===== config.mk =====
export PLATFORM = sky130hd
export DESIGN_NAME = random_unset_bit_claimer
export DESIGN_NICKNAME = d
export VERILOG_FILES = /design/src/hw/rtl/rubc_pkg.sv /design/src/hw/rtl/random_unset_bit_claimer.sv /design/src/hw/rtl/rubc_datapath.sv /design/src/hw/rtl/rubc_ctrl.sv
export SDC_FILE = /design/constraint.sdc
export NUM_CORES = 1
export LEC_CHECK = 0
export BUFFER_PORTS_ARGS = -buffer_cell sky130_fd_sc_hd__clkbuf_2
export CAP_MARGIN = 10
export CORE_MARGIN = 2
export CORE_UTILIZATION = 53
export CTS_CLUSTER_SIZE = 14
export DETAILED_ROUTE_END_ITERATION = 16
export PLACE_DENSITY = 0.75
export SLEW_MARGIN = 20
export SYNTH_ARGS = -nofsm -noshare
export SYNTH_HDL_FRONTEND = slang
export SYNTH_SLANG_ARGS = --single-unit

===== constraint.sdc =====
create_clock -name i_clk -period 2.3 [get_ports i_clk]
set_input_delay 0.115 -clock i_clk [delete_from_list [all_inputs] [get_ports i_clk]]
set_output_delay 0.115 -clock i_clk [all_outputs]
set_load 0.005 [all_outputs]

===== src/hw/rtl/rubc_pkg.sv =====
package rubc_pkg;

    // Fixed field widths.
    localparam int RND_W   = 16;
    localparam int IDX_W   = 5;
    localparam int SLOT_W  = 6;
    localparam int MAP_MAX = 32;

    // Operation codes.
    localparam logic OP_CLAIM = 1'b0;
    localparam logic OP_TEST  = 1'b1;

    // Input transaction.
    typedef struct packed {
        logic             operation;
        logic [RND_W-1:0] random_value;
        logic [IDX_W-1:0] slot_index;
    } t_in;

    // Output transaction.
    typedef struct packed {
        logic [SLOT_W-1:0] chosen_slot;
        logic              slot_claimed;
        logic              all_claimed;
    } t_out;

    // Commands from the controller to the datapath.
    typedef struct packed {
        logic load;
        logic div_step;
        logic scan_step;
        logic out_load;
    } t_cmd;

    // Status from the datapath to the controller.
    typedef struct packed {
        logic claim;
        logic pool_full;
        logic div_last;
        logic scan_hit;
    } t_status;

endpackage


===== src/hw/rtl/random_unset_bit_claimer.sv =====
// Channel   Handshake            Payload
// input     i_valid / o_ready    i_in  (operation, random_value, slot_index)
// output    o_valid / i_ready    o_out (chosen_slot, slot_claimed, all_claimed)
//
// A test, or a claim on a full pool, skips the modulo and the scan and goes from setup to the output register.
// A claim that finds slot j goes through setup, then a bit-serial modulo over the sixteen bits
// of random_value, then a scan of one slot per cycle up to slot j.
// A new transaction is accepted once the previous one has reached the output register.
// Synchronous active-low reset clears the slot map, sets the free count to POOL_SIZE and clears all control.
// A stalled output holds its transaction; the next result waits until it is taken.
module random_unset_bit_claimer #(
    parameter int POOL_SIZE = 32
) (
    input  logic           i_clk,
    input  logic           i_rst_n,
    input  logic           i_valid,
    output logic           o_ready,
    input  rubc_pkg::t_in  i_in,
    output logic           o_valid,
    input  logic           i_ready,
    output rubc_pkg::t_out o_out
);
    import rubc_pkg::*;

    t_cmd    cmd;
    t_status status;

    // Sequencer.
    rubc_ctrl u_ctrl (
        .i_clk    (i_clk),
        .i_rst_n  (i_rst_n),
        .i_valid  (i_valid),
        .o_ready  (o_ready),
        .o_valid  (o_valid),
        .i_ready  (i_ready),
        .i_status (status),
        .o_cmd    (cmd)
    );

    // Slot map, divider and scanner.
    rubc_datapath #(
        .POOL_SIZE (POOL_SIZE)
    ) u_datapath (
        .i_clk    (i_clk),
        .i_rst_n  (i_rst_n),
        .i_in     (i_in),
        .i_cmd    (cmd),
        .o_status (status),
        .o_out    (o_out)
    );

endmodule


===== src/hw/rtl/rubc_datapath.sv =====
module rubc_datapath #(
    parameter int POOL_SIZE = 32
) (
    input  logic             i_clk,
    input  logic             i_rst_n,
    input  rubc_pkg::t_in    i_in,
    input  rubc_pkg::t_cmd   i_cmd,
    output rubc_pkg::t_status o_status,
    output rubc_pkg::t_out   o_out
);
    import rubc_pkg::*;

    localparam int CW  = $clog2(POOL_SIZE + 1);
    localparam int IW  = (POOL_SIZE > 1) ? $clog2(POOL_SIZE) : 1;
    localparam int DCW = $clog2(RND_W);

    logic [POOL_SIZE-1:0] r_map;
    logic [CW-1:0]        r_free;
    logic                 r_op;
    logic [RND_W-1:0]     r_rnd;
    logic [IDX_W-1:0]     r_idx;
    logic [CW-1:0]        r_rem;
    logic [DCW-1:0]       r_cnt;
    logic [IW-1:0]        r_pos;
    logic [SLOT_W-1:0]    r_chosen;
    t_out                 r_out;

    logic [CW:0]          rem_sh;
    logic                 rem_ge;
    logic [MAP_MAX-1:0]   map_ext;
    logic                 pos_free;

    // One restoring division step: shift in the next dividend bit and subtract.
    assign rem_sh = {r_rem, r_rnd[RND_W-1]};
    assign rem_ge = (rem_sh >= {1'b0, r_free});

    assign map_ext  = MAP_MAX'(r_map);
    assign pos_free = !r_map[r_pos];

    // Status towards the controller.
    assign o_status.claim     = (r_op == OP_CLAIM);
    assign o_status.pool_full = (r_free == '0);
    assign o_status.div_last  = (r_cnt == DCW'(RND_W - 1));
    assign o_status.scan_hit  = pos_free && (r_rem == '0);

    assign o_out = r_out;

    // Slot map and free count.
    always_ff @(posedge i_clk) begin
        if (!i_rst_n) begin
            r_map  <= '0;
            r_free <= CW'(POOL_SIZE);
        end else if (i_cmd.scan_step && pos_free && (r_rem == '0)) begin
            r_map[r_pos] <= 1'b1;
            r_free       <= r_free - 1'b1;
        end
    end

    // Working registers for the current transaction.
    always_ff @(posedge i_clk) begin
        if (i_cmd.load) begin
            r_op     <= i_in.operation;
            r_rnd    <= i_in.random_value;
            r_idx    <= i_in.slot_index;
            r_rem    <= '0;
            r_cnt    <= '0;
            r_pos    <= '0;
            r_chosen <= SLOT_W'(POOL_SIZE);
        end else if (i_cmd.div_step) begin
            r_rnd <= {r_rnd[RND_W-2:0], 1'b0};
            r_cnt <= r_cnt + 1'b1;
            if (rem_ge) begin
                r_rem <= CW'(rem_sh - {1'b0, r_free});
            end else begin
                r_rem <= CW'(rem_sh);
            end
        end else if (i_cmd.scan_step) begin
            // Walk upward; each free slot passed uses up one step of the remainder.
            r_pos <= r_pos + 1'b1;
            if (pos_free) begin
                if (r_rem == '0) begin
                    r_chosen <= SLOT_W'(r_pos);
                end else begin
                    r_rem <= r_rem - 1'b1;
                end
            end
        end
    end

    // Output register.
    always_ff @(posedge i_clk) begin
        if (i_cmd.out_load) begin
            r_out.chosen_slot  <= r_chosen;
            r_out.slot_claimed <= (r_op == OP_TEST) && map_ext[r_idx];
            r_out.all_claimed  <= (r_free == '0);
        end
    end

endmodule


===== src/hw/rtl/rubc_ctrl.sv =====
module rubc_ctrl (
    input  logic              i_clk,
    input  logic              i_rst_n,
    input  logic              i_valid,
    output logic              o_ready,
    output logic              o_valid,
    input  logic              i_ready,
    input  rubc_pkg::t_status i_status,
    output rubc_pkg::t_cmd    o_cmd
);
    import rubc_pkg::*;

    typedef enum logic [2:0] {
        S_IDLE,
        S_SETUP,
        S_DIV,
        S_SCAN,
        S_DONE
    } t_state;

    t_state r_state;
    t_state n_state;
    logic   r_valid;
    logic   n_valid;
    logic   out_free;

    assign o_ready  = (r_state == S_IDLE);
    assign o_valid  = r_valid;
    assign out_free = !r_valid || i_ready;

    // Next state and commands.
    always_comb begin
        n_state = r_state;
        n_valid = r_valid && !i_ready;
        o_cmd   = '0;
        unique case (r_state)
            S_IDLE: begin
                if (i_valid) begin
                    o_cmd.load = 1'b1;
                    n_state    = S_SETUP;
                end
            end
            S_SETUP: begin
                if (i_status.claim && !i_status.pool_full) begin
                    n_state = S_DIV;
                end else begin
                    n_state = S_DONE;
                end
            end
            S_DIV: begin
                o_cmd.div_step = 1'b1;
                if (i_status.div_last) begin
                    n_state = S_SCAN;
                end
            end
            S_SCAN: begin
                o_cmd.scan_step = 1'b1;
                if (i_status.scan_hit) begin
                    n_state = S_DONE;
                end
            end
            S_DONE: begin
                // Wait until the output register is empty or being emptied.
                if (out_free) begin
                    o_cmd.out_load = 1'b1;
                    n_valid        = 1'b1;
                    n_state        = S_IDLE;
                end
            end
            default: begin
                n_state = S_IDLE;
            end
        endcase
    end

    // State and output valid.
    always_ff @(posedge i_clk) begin
        if (!i_rst_n) begin
            r_state <= S_IDLE;
            r_valid <= 1'b0;
        end else begin
            r_state <= n_state;
            r_valid <= n_valid;
        end
    end

endmodule


==> results of run 1 <==
==> through the flow <==
step / area [sq um] / worst slack (ns)
floorplan: 4850 / 0.00407
global placement: 5340 / -0.0601
detailed placement: 5340 / -0.140
CTS: 5660 / -0.00886
global route: 5710 / -0.154
finish: 5710 / -0.105
==> state kept, by name, summed over array words and instances (netlist names) <==
signal / count
u_datapath.o_out: 8
u_datapath.r_chosen: 6
u_datapath.map_ext: 32
u_datapath.r_rnd: 16
u_datapath.r_cnt: 4
u_ctrl.o_valid: 1
u_datapath.r_free: 6
u_datapath.r_pos: 5
u_datapath.r_op: 1
u_datapath.r_idx: 5
u_ctrl.r_state: 3
u_datapath.r_rem: 6
==> layout by cell type, fill, tap and decap left out, drive strengths merged, types with 18 or more instances in the layout <==
cell	netlist	routed
nor2	18	18
dfxtp	63	63
nand2	71	71
nand4	37	37
edfxtp	30	30
a21oi	45	45
buf	9	41
clkbuf	25	44
inv	46	47
==> cells in the mapped netlist, types with 5 or more instances <==
library cell                n
sky130_fd_sc_hd__inv_1     46
sky130_fd_sc_hd__ha_1      15
sky130_fd_sc_hd__mux2i_1   15
sky130_fd_sc_hd__a21oi_1   45
sky130_fd_sc_hd__nor2_1    18
sky130_fd_sc_hd__mux4_2    10
sky130_fd_sc_hd__nand2_1   71
sky130_fd_sc_hd__nand4_1   37
sky130_fd_sc_hd__o21ai_0   13
sky130_fd_sc_hd__o211ai_1   6
sky130_fd_sc_hd__nor3_1    12
sky130_fd_sc_hd__xor2_1     6
sky130_fd_sc_hd__edfxtp_1  30
sky130_fd_sc_hd__o21a_1     5
sky130_fd_sc_hd__dfxtp_1   63
sky130_fd_sc_hd__mux2_2     6
sky130_fd_sc_hd__and3_1     7
sky130_fd_sc_hd__clkbuf_1  22
sky130_fd_sc_hd__nand3_1   14
==> area by class of cell <==
| cell class | instances | share of cell area (%) |
|---|---|---|
| multi-input combinational | 346 | 42.4 |
| sequential | 93 | 38.0 |
| timing repair buffer | 82 | 10.3 |
| inverter | 47 | 3.09 |
| tap | 108 | 2.37 |
| clock buffer | 9 | 2.17 |
| clock inverter | 7 | 1.71 |
==> per-layer routing <==
metal  routed length [microns]  global-route usage [%]
met1                      5150                    34.1
met2                      5550                    38.2
met3                       774                    4.36
met4                       100                    6.43
met5                         0                       0
==> worst paths after layout <==
kind | startpoint | end | slack (ns) | depth (start not counted)
setup / recovery | u_datapath.r_pos[1] | u_datapath.r_free[5] | -0.10 | 6
hold / removal | i_in[17] | u_datapath.r_rnd[12] | 0.01 | 3
setup reg to reg | u_datapath.r_pos[1] | u_datapath.r_free[5] | -0.10 | 6
hold reg to reg | u_datapath.r_chosen[0] | u_datapath.o_out[2] | 0.43 | 0
==> tightest hold or removal path, stage by stage <==
cell                       delay, ns
sky130_fd_sc_hd__clkbuf_2       0.07
sky130_fd_sc_hd__nand2_1        0.04
sky130_fd_sc_hd__nand2_1        0.04
==> cells by family (layout without fill, tap and decap cells) <==
group | Yosys count | in the layout | synth area share, %
AO/OA/AOI/OAI | 100 | 100 | 13.1
XOR/XNOR | 10 | 10 | 1.81
adder cells (fa/ha/maj) | 16 | 16 | 4.29
buffers and inverters | 81 | 145 | 6.82
flip-flops | 93 | 93 | 44.6
multiplexers | 32 | 32 | 9.45
AND/OR/NAND/NOR | 188 | 188 | 19.8
==> power breakdown <==
part	total [mW]	internal (mW)	switching, mW	leakage (nW)
Combinational	1.31	0.557	0.749	1.26
Sequential	1.85	1.79	0.0577	0.795
Clock	1.21	0.616	0.595	0.106
==> repair_timing <==
| item | 4_1_cts | 5_1_grt |
|---|---|---|
| gates resized for setup | 10 | 11 |
| endpoints found under the hold margin | 6 | 0 |
| pin swaps | 3 | 1 |
| hold buffers | 6 | 0 |
| setup endpoints to repair | 36 | 50 |
==> run summary, run 1 <==
The CTS sink count came out at 93. For the worst setup path, the data required time is 2.56 ns. The area used by multi-input combinational logic came out at 2420 sq um. Max-cap violations in this run came to 0. The buffers plus inverters on the worst setup path came out at 0. The height of the chip is 99.6 microns. The final RePlAce weighted congestion is 0.865. The path class of the tightest hold or removal check is primary input to flop. The clock-pin slew on the worst setup and hold paths came out at 0.09 ns. From left edge to right edge, the die measures 99.6 microns.

The area added between synthesis and finish came out at 17.9%. The residual DRC count came out at 0. 36 I/O pins were placed. The register area came out at 2170 sq um. The number of antenna violations at the first check in global routing is 0. The clock passes through at most 2 buffers. The final cell count without fillers is 692. Ranked by total cell area, the synthesized netlist is headed by sky130_fd_sc_hd__dfxtp_1, sky130_fd_sc_hd__edfxtp_1, sky130_fd_sc_hd__nand2_1. The die covers 9920 sq um.

The count of endpoints failing hold in the final timing report came out at 0. The detailed-route via count is 4119. The arrival time reported for the critical path endpoint is 2.66 ns.

The number of global-route vias before repair came out at 3908. The initial standard-cell utilization of the core came out at 55.0%. For this run, the share of the core covered by cells in the final layout is 64.8%. The ratio of routed vias to standard cells is 5.95.

The maximum VDD drop is 0.407 mV. The antenna violation net count after detailed routing is 0. The final global-route overflow total came out at 0. In this run the mean area of a mapped cell was 9.31 sq um. The cell sitting at the root of the clock tree is a sky130_fd_sc_hd__clkbuf_8. The transition time at the pin with the least slew margin is 0.625 ns. The fill cell total of the finished layout came out at 702. The cell area that synthesis handed to floorplanning was 4840 sq um. The clock tree synthesis step divided the H-tree into 3 levels. The number of library cell types mapped by synthesis is 61.

The share of the clock period used by the worst path after layout came out at 105%. The count of flip-flops with a built-in enable after synthesis came out at 30. The maximum number of pins on one net before global-route repair came out at 48. The nature of the critical path startpoint is a flop. Counting flops and latches in the post-synthesis netlist gives 93. The leakage power total came out at 2.16 nW.

The largest clock skew in the final design came out at 0.0128 ns. In this run the core area contains 34 standard-cell rows. Measured against its own limit, the worst slew margin works out to 57.9%.

sky130_fd_sc_hd__dfxtp_1 takes more of the synthesized area than any other cell. Counting tap cells, the placed design contains a total of 670 instances. The fraction of layout instances using a drive strength above 1 came out at 21.4%. The areal power density over the cells came out at 766 nW/um^2. The number of nets in the synthesized netlist is 562. The total CTS buffers came out at 9. Overall power consumption after layout is estimated at 4.37 mW. On the final layout, the worst hold slack is 0.0135 ns. The total number of nets in the final design came out at 621. The clock latency on the worst-skew pair came out at 0.36 ns. Buffers placed on the I/O ports in this run total 35. The TritonCTS clock tree is done.

The sequential fraction of the synthesis area came out at 44.6%. The area share of the leading cell type in the synthesized netlist is 26.0%. The maximum achievable frequency came out at 416 MHz. For this block, the routed nets add up to 11.6 mm of wire.

Of all flip-flops after synthesis, the portion carrying an async set or reset was 0%. The clock period minus final worst setup slack is 2.40 ns. The number of synthesis warnings came out at 0. The detailed router finished its first iteration with 316 violations. In the synthesized netlist, the number of instances is 520. Setup repair after global routing could not meet its margin everywhere. The run finished, with violations left. The detail-routed net length per standard cell is 16.7 microns. The first-pass iteration count of the detailed router came out at 6. The number of antenna repair diodes is 0. The final reports fail on setup timing.

Broken down by cell family, the worst path's largest delay share belongs to simple AND/OR/NAND/NOR gates. The first-pass GRT wire length is 19.1 mm. The sum of negative setup slack came out at -0.666 ns. The half-perimeter wire length after detailed placement is 8.15 mm.

The largest incremental delay on the critical path came out at 0.53 ns. The number of setup violations in the final report is 23. The most used flip-flop cell after synthesis is sky130_fd_sc_hd__dfxtp_1. The signal on the critical path passes through mux2_2 > a21oi_1 > or4b_4 > a21boi_4 > and4_1 > mux2_4. The type of the setup path with the least slack is flop to flop.

The cell with the largest stage delay on the worst path is sky130_fd_sc_hd__or4b_4. Across every metal layer, demand over resource in global routing totals 24.1%. Once the clock tree was built, the setup fixing pass inserted 0 buffers.

The max-slew violation total from the final report is 0. The core outline area came out at 8810 sq um. The worst setup path is captured at a flop. The slack of the critical path is -0.105 ns. The largest fanout on the critical path came out at 6.
Power figures use the tool's default switching activity.
==> run 2: changes to the inputs <==
Settings changed: RECOVER_POWER set to 25.
==> run 2 against run 1 <==
Net effect:
- the run still ends with setup timing left
- largest cell class unchanged
- critical path type unchanged
- worst hold slack about the same
- first-iteration DRC count rose by 1.9%
- clock-buffer cell count unchanged
- die area is the same
- non-clock buffer count unchanged
==> run summary, run 2 (synthesis results as in run 1) <==
The endpoint of the lowest-slack register-to-register path is u_datapath.r_free[5]. The residual DRC count came out at 0 (unchanged). The combinational power share is 29.9% (about the same). The initial standard-cell utilization of the core is 55.0% (unchanged). The depth of the most critical reg-to-reg path is 6 (unchanged). The antenna violation net count after detailed routing came out at 0 (unchanged).

The detailed route wirelength on metal2 is 5.52 mm (-0.52%). The row count is 34 (unchanged). The number of global-route vias before repair came to 3908 (unchanged). The number of antenna violations at the first check in global routing came out at 0 (unchanged). The die boundary width came out at 99.6 microns (unchanged). The worst register-to-register path begins at u_datapath.r_pos[1]. In the layout the commonest cells are sky130_fd_sc_hd__nand2_1, sky130_fd_sc_hd__dfxtp_1, sky130_fd_sc_hd__inv_1, sky130_fd_sc_hd__a21oi_1, sky130_fd_sc_hd__nand4_1.

The total die area came out at 9920 sq um (unchanged). STA classifies the critical path endpoint as a flop. The total wirelength of the detailed-routed design is 11.6 mm (about the same). The number of DRC markers in iteration 0 is 322 (+1.9%).

The sum of negative setup slack is -0.708 ns (-0.0420 ns). The placed standard-cell area came out at 5340 sq um (unchanged). The worst hold path begins at i_in[6].

The max-slew violation total from the final report came out at 0 (unchanged). The number of maximum-capacitance violations is 0 (unchanged). The final cell count without fillers came out at 692 (unchanged). The setup slack of the most critical reg-to-reg path came out at -0.11 ns (about the same). The worst hold margin is 0.0132 ns (-0.000263 ns). The detailed-route via count came out at 4122 (+0.073%). The core outline area is 8810 sq um (unchanged). The slack of the critical path came out at -0.106 ns (-0.00103 ns). The flip-flop count of the largest register, all copies and words added is 32 (unchanged).

The maximum number of pins on one net before global-route repair came out at 48 (unchanged). The fill cell total of the finished layout came out at 704 (+0.28%). The wire length on met3 is 790 microns (+2.1%). The worst slack at placement is -0.140 ns (unchanged). STA classifies the critical path startpoint as a flop.

The library cell used most frequently in the layout, excluding fill and tap cells, is sky130_fd_sc_hd__nand2_1. The tree is rooted in a sky130_fd_sc_hd__clkbuf_8. The clock share of power was 27.7% (about the same).

The largest clock skew in the final design came to 0.0131 ns (+0.000300 ns). The final cell utilization of the core was 64.7% (-0.071 points). The number of setup violations in the final report came out at 23 (unchanged).

The final reports fail on setup timing. The maximum achievable frequency is 416 MHz (about the same). The required time reported for the critical path endpoint is 2.56 ns (about the same). The number of buffers added for setup after CTS is 0 (unchanged).

The arrival time reported for the critical path endpoint is 2.66 ns (about the same). The total number of nets in the final design came out at 621 (unchanged). The remaining max-slew budget at the tightest pin came out at 57.9% (about the same).

Setup repair after global routing could not meet its margin everywhere. The cell count of the worst hold path came out at 3 (unchanged). The type of the setup path with the least slack is flop to flop. The detailed router used layers up to and including met4. The largest fanout on the critical path came out at 6 (unchanged).

The clock latency on the worst-skew pair is 0.36 ns (about the same). The first-pass iteration count of the detailed router came to 5 (-1). The number of input and output port buffers inserted is 35 (unchanged). The number of placed instances with taps included came out at 670 (unchanged). The net switching power of the design came out at 1.40 mW (about the same). The power after layout came out at 4.37 mW (about the same).

The ratio of routed vias to standard cells came out at 5.96 (about the same). The total CTS buffers came to 9 (unchanged). TritonCTS built the clock tree. The first-pass GRT wire length is 19.1 mm (unchanged). The final RePlAce weighted congestion came out at 0.865 (unchanged). The clock period minus final worst setup slack is 2.41 ns (+0.00103 ns). The number of levels the H-tree was split into is 3 (unchanged). The path class of the tightest hold or removal check is primary input to flop. The count of endpoints failing hold in the final timing report came out at 0 (unchanged).

The number of antenna repair diodes is 0 (unchanged). The share of the clock period used by the worst path after layout came to 105% (about the same). The total routing resource utilization after global routing is 24.1% (unchanged). The run finished, with violations left. The height of the chip is 99.6 microns (unchanged). The final standard cell area without fillers came out at 5700 sq um (-0.11%). The leakage power total came out at 2.15 nW (-0.68%).

The number of top-level pins came out at 36 (unchanged). The largest buffer count on any clock path came out at 2 (unchanged). The final global-route overflow total came out at 0 (unchanged). The CTS sink count came out at 93 (unchanged).

The end point of the worst hold path is u_datapath.r_rnd[1]. The maximum VDD drop came to 0.407 mV (about the same). The areal power density over the cells came to 766 nW/um^2 (about the same).

The fraction of power consumed by sequential logic is 42.4% (about the same). The clock-pin slew on the worst setup and hold paths is 0.09 ns (about the same). The half-perimeter wire length after detailed placement is 8.15 mm (unchanged). The length of routed wiring on met1 came out at 5.14 mm (-0.12%). The area added between synthesis and finish is 17.7%. The switching share of power is 32.1% (about the same).

The detail-routed net length per standard cell came out at 16.7 microns (about the same). The transition time at the pin with the least slew margin came to 0.625 ns (+0.000000596 ns). The fraction of layout instances using a drive strength above 1 was 20.5% (-0.86 points). The internal power is 2.97 mW (about the same).
run 2: cell counts in the layout (fill, tap and decap cells not counted):
Identical to the previous run, type by type.
run 2: repair_timing:
action,CTS,global route
hold buffers,6,0
cloned,0,0
endpoints found under the setup margin,36,50
gates resized for setup,10,11
hold endpoints to repair,6,0
pin swaps,3,1
run 2: area by class of cell:
class | count | area, sq um | area share [%]
clock buffer | 9 | 124 | 2.17
sequential | 93 | 2170 | 38.0
tap | 108 | 135 | 2.37
inverter | 47 | 176 | 3.09
timing repair buffer | 82 | 581 | 10.2
clock inverter | 7 | 97.6 | 1.71
multi-input combinational | 346 | 2420 | 42.4
run 2: worst max-delay path by stage:
stage	from	to	slack [ns]	depth (start not counted)
global placement	u_datapath.r_pos[1]	u_datapath.r_free[5]	-0.06	6
finish	u_datapath.r_pos[1]	u_datapath.r_free[5]	-0.11	6
CTS	u_datapath.r_rem[2]	u_datapath.r_free[4]	-0.009	6
global route	u_datapath.r_pos[1]	u_datapath.r_free[1]	-0.15	7
floorplan	u_datapath.r_pos[1]	u_datapath.r_free[5]	0.004	7
detailed placement	u_datapath.r_pos[1]	u_datapath.r_free[1]	-0.14	7
run 2: per-layer routing:
metal  vias up  GRT usage [%]
met5         -              0
met4         0           6.43
met3        16           4.36
met2       159           38.2
met1      1956           34.1
li1       1991              -
run 2: power groups by stage:
stage / clock, mW / combinational [mW] / sequential (mW)
after global placement: 0 / 1.15 / 1.88
after detailed placement: 0 / 1.18 / 1.89
final: 1.21 / 1.31 / 1.85
after floorplan: 0 / 0.797 / 1.88
after CTS: 1.21 / 1.24 / 1.85
after global routing: 1.28 / 1.44 / 1.86
run 2: worst max-delay path: stages, from the launching register on:
cell and delay (ns):
sky130_fd_sc_hd__dfxtp_4 0.42, sky130_fd_sc_hd__mux2_2 0.35, sky130_fd_sc_hd__a21oi_1 0.25, sky130_fd_sc_hd__or4b_4 0.53
sky130_fd_sc_hd__a21boi_4 0.21, sky130_fd_sc_hd__and4_1 0.24, sky130_fd_sc_hd__mux2_4 0.30
==> run 3: changes to the inputs <==
Settings changed: CORE_UTILIZATION 53 to 30, PLACE_DENSITY 0.75 to 0.48.
==> run 3 against run 2 <==
Net effect:
- non-clock buffer count rose by 10
- worst setup slack gained 0.025 ns
- register-to-register slack better by 0.02 ns
- cell count rose by 17%
- the flow still finishes with violations (setup timing)
- worst hold slack improved by 0.0043 ns
- sequential power about the same
- power is 15% higher
- critical path depth unchanged
- core utilization fell by 26 points
- combinational power up 21%
==> run summary, run 3 (synthesis results as in run 1) <==
The number of setup violations in the final report came out at 16 (-30%). The core outline area is 15800 sq um (+80%). The family of cells with the greatest summed delay on the critical path is simple AND/OR/NAND/NOR gates. The flip-flop count of the largest register, all copies and words added came out at 32 (unchanged). The number of global-route vias before repair came out at 3922 (+0.36%). The largest fanout on the critical path came out at 7 (+1). Setup repair after global routing could not meet its margin everywhere. The antenna violation net count after detailed routing is 0 (unchanged).

The depth of the most critical reg-to-reg path came out at 6 (unchanged). The total number of cells along the worst setup path is 6 (unchanged). The setup path with the least slack is of type flop to flop. The sum of negative setup slack came out at -0.456 ns (+0.252 ns). The final global-route overflow total is 0 (unchanged). Among the stages of the critical path, the cell type that occurs most often is sky130_fd_sc_hd__mux2_4.

The leakage power total came to 2.25 nW (+4.9%). The number of antenna violations at the first check in global routing is 0 (unchanged). The detailed-route via count came out at 4075 (-1.1%). The clock latency on the worst-skew pair is 0.35 ns (about the same). STA classifies the critical path startpoint as a flop. The maximum VDD drop came out at 0.314 mV (-23%). Leaving out fill and tap cells, the most frequent cells in the layout are sky130_fd_sc_hd__nand2_1, sky130_fd_sc_hd__dfxtp_1, sky130_fd_sc_hd__inv_1, sky130_fd_sc_hd__buf_4, sky130_fd_sc_hd__a21oi_1. The largest buffer count on any clock path is 2 (unchanged).

The placed standard-cell area came out at 5490 sq um (+2.9%). The number of maximum-capacitance violations came out at 0 (unchanged). The buffers plus inverters on the worst setup path came out at 0 (unchanged). The cell sitting at the root of the clock tree is a sky130_fd_sc_hd__clkbuf_16. The clock-pin slew on the worst setup and hold paths is 0.07 ns (-0.02 ns).

The ratio of routed vias to standard cells came to 5.03 (-16%). The worst setup path is captured at a flop. The area added between synthesis and finish came out at 25.8%. The die boundary width came out at 131 microns (+32%). The fraction of layout instances using a drive strength above 1 is 23.4% (+2.9 points). The residual DRC count is 0 (unchanged). The maximum number of pins on one net before global-route repair came out at 30 (-38%). The first-pass iteration count of the detailed router came to 5 (unchanged). TritonCTS built the clock tree. The slack of the critical path came to -0.0810 ns (+0.0249 ns).

The number of DRC markers in iteration 0 is 278 (-14%). The total routing resource utilization after global routing is 15.3% (-8.8 points). The worst slack at placement is -0.127 ns (+0.0125 ns). The first-pass GRT wire length came out at 20.1 mm (+5.1%). The cell count of the worst hold path is 3 (unchanged). The number of top-level pins is 36 (unchanged). The height of the chip came out at 131 microns (+32%). The power after layout is 5.03 mW (+15%). The largest clock skew in the final design is 0.00821 ns (-0.00489 ns).

The largest incremental delay on the critical path came to 0.55 ns (+0.02 ns). The min-delay analysis places its worst path in the category primary input to flop. The number of input and output port buffers inserted came out at 35 (unchanged). The cell with the largest stage delay on the worst path is sky130_fd_sc_hd__or4_4. The initial standard-cell utilization of the core is 30.6% (-24 points). The number of levels the H-tree was split into came out at 3 (unchanged). The transition time at the pin with the least slew margin came out at 0.683 ns (+0.0583 ns).

Leaving out fill and tap cells, the most frequent cell in the layout is sky130_fd_sc_hd__nand2_1. The total CTS buffers is 9 (unchanged). The half-perimeter wire length after detailed placement is 8.97 mm (+10%). The final RePlAce weighted congestion came to 0.807 (-6.8%).

The number of antenna repair diodes is 0 (unchanged). The CTS sink count is 93 (unchanged). The remaining max-slew budget at the tightest pin is 54.0% (-3.9 points). The maximum achievable frequency came out at 420 MHz (+1.0%). The required time reported for the critical path endpoint came out at 2.54 ns (-0.02 ns).

The areal power density over the cells is 826 nW/um^2 (+7.8%). The final reports fail on setup timing. The share of the clock period used by the worst path after layout came out at 104% (-1.1 points). The fill cell total of the finished layout came out at 1579 (+120%). The count of endpoints failing hold in the final timing report is 0 (unchanged). The total wirelength of the detailed-routed design came to 12.5 mm (+8.4%). The clock period minus final worst setup slack is 2.38 ns (-0.0249 ns). The row count is 46 (+35%). The total die area is 17200 sq um (+73%). The max-slew violation total from the final report came out at 0 (unchanged). The arrival time reported for the critical path endpoint came out at 2.62 ns (-0.04 ns). The detail-routed net length per standard cell is 15.5 microns (-7.4%). The final standard cell area without fillers came out at 6090 sq um (+6.8%).

The total number of nets in the final design is 631 (+1.6%). The run finished, with violations left. Traced cell by cell, the critical path runs through mux2_4 > a22o_1 > or4_4 > a21boi_4 > and4_1 > mux2_4.
[run 3: changes by cell type in the layout (fill, tap and decap cells not counted), moves of 2 or more]
cell,change
sky130_fd_sc_hd__o22ai_1,-2
sky130_fd_sc_hd__mux2i_2,+2
sky130_fd_sc_hd__a21oi_1,-5
sky130_fd_sc_hd__mux2i_1,-2
sky130_fd_sc_hd__clkbuf_2,-3
sky130_fd_sc_hd__o21ai_1,-2
sky130_fd_sc_hd__clkbuf_1,+4
sky130_fd_sc_hd__clkbuf_8,-9
sky130_fd_sc_hd__buf_6,+4
sky130_fd_sc_hd__o22ai_2,+2
sky130_fd_sc_hd__clkbuf_16,+10
sky130_fd_sc_hd__buf_4,+6
sky130_fd_sc_hd__a21oi_2,+5
[run 3: routing by layer]
layer | part of all wire (%) | global-route usage, % | vias to the layer above
li1 | - | - | 2010
met1 | 49 | 21.1 | 1973
met2 | 46 | 23.8 | 76
met3 | 3.2 | 2.31 | 16
met4 | 2.0 | 6.76 | 0
met5 | 0 | 0 | -
[run 3: path summary, 6_finish.rpt]
check	start	slack, ns	end
min	i_in[10]	0.02	u_datapath.r_rnd[5]
max reg2reg	u_datapath.r_pos[1]	-0.08	u_datapath.r_free[5]
max	u_datapath.r_pos[1]	-0.08	u_datapath.r_free[5]
min reg2reg	u_datapath.r_chosen[4]	0.43	u_datapath.o_out[6]
[run 3: worst min-delay path, delay by kind of cell]
family	cells	cell delay [ns]
and+or+nand+nor	2	0.08
buffers and inverters	1	0.07
[run 3: layout make-up]
type                    instances  area (sq um)  area share [%]
well taps                     216           270            4.44
repair buffers                 92           672            11.0
clock buffers                  10           229            3.76
clock inverters                 6          88.8            1.46
multi-input cells             346          2490            40.8
flip-flops and latches         93          2170            35.6
inverters                      47           176            2.90
[run 3: per-stage QoR]
stage	instances	utilization (%)	hold slack (ns)
global placement	782	34.7	0.294
finish	810	38.5	0.0175
detailed placement	782	34.7	0.294
global route	810	38.5	0.0288
floorplan	520	-	0.214
CTS	805	37.5	0.00830
[run 3: what timing repair did]
action | in CTS | in global routing
setup buffers | 1 | 4
hold buffers | 6 | 0
setup endpoints to repair | 43 | 48
pin swaps | 3 | 15
gates resized for setup | 12 | 31
cloned | 0 | 1
endpoints found under the hold margin | 6 | 0
[run 3: report_power, final]
group | switching (mW) | internal, mW | total, mW
registers | 0.0504 | 1.80 | 1.85
clock network | 0.643 | 0.953 | 1.60
logic | 0.845 | 0.744 | 1.59
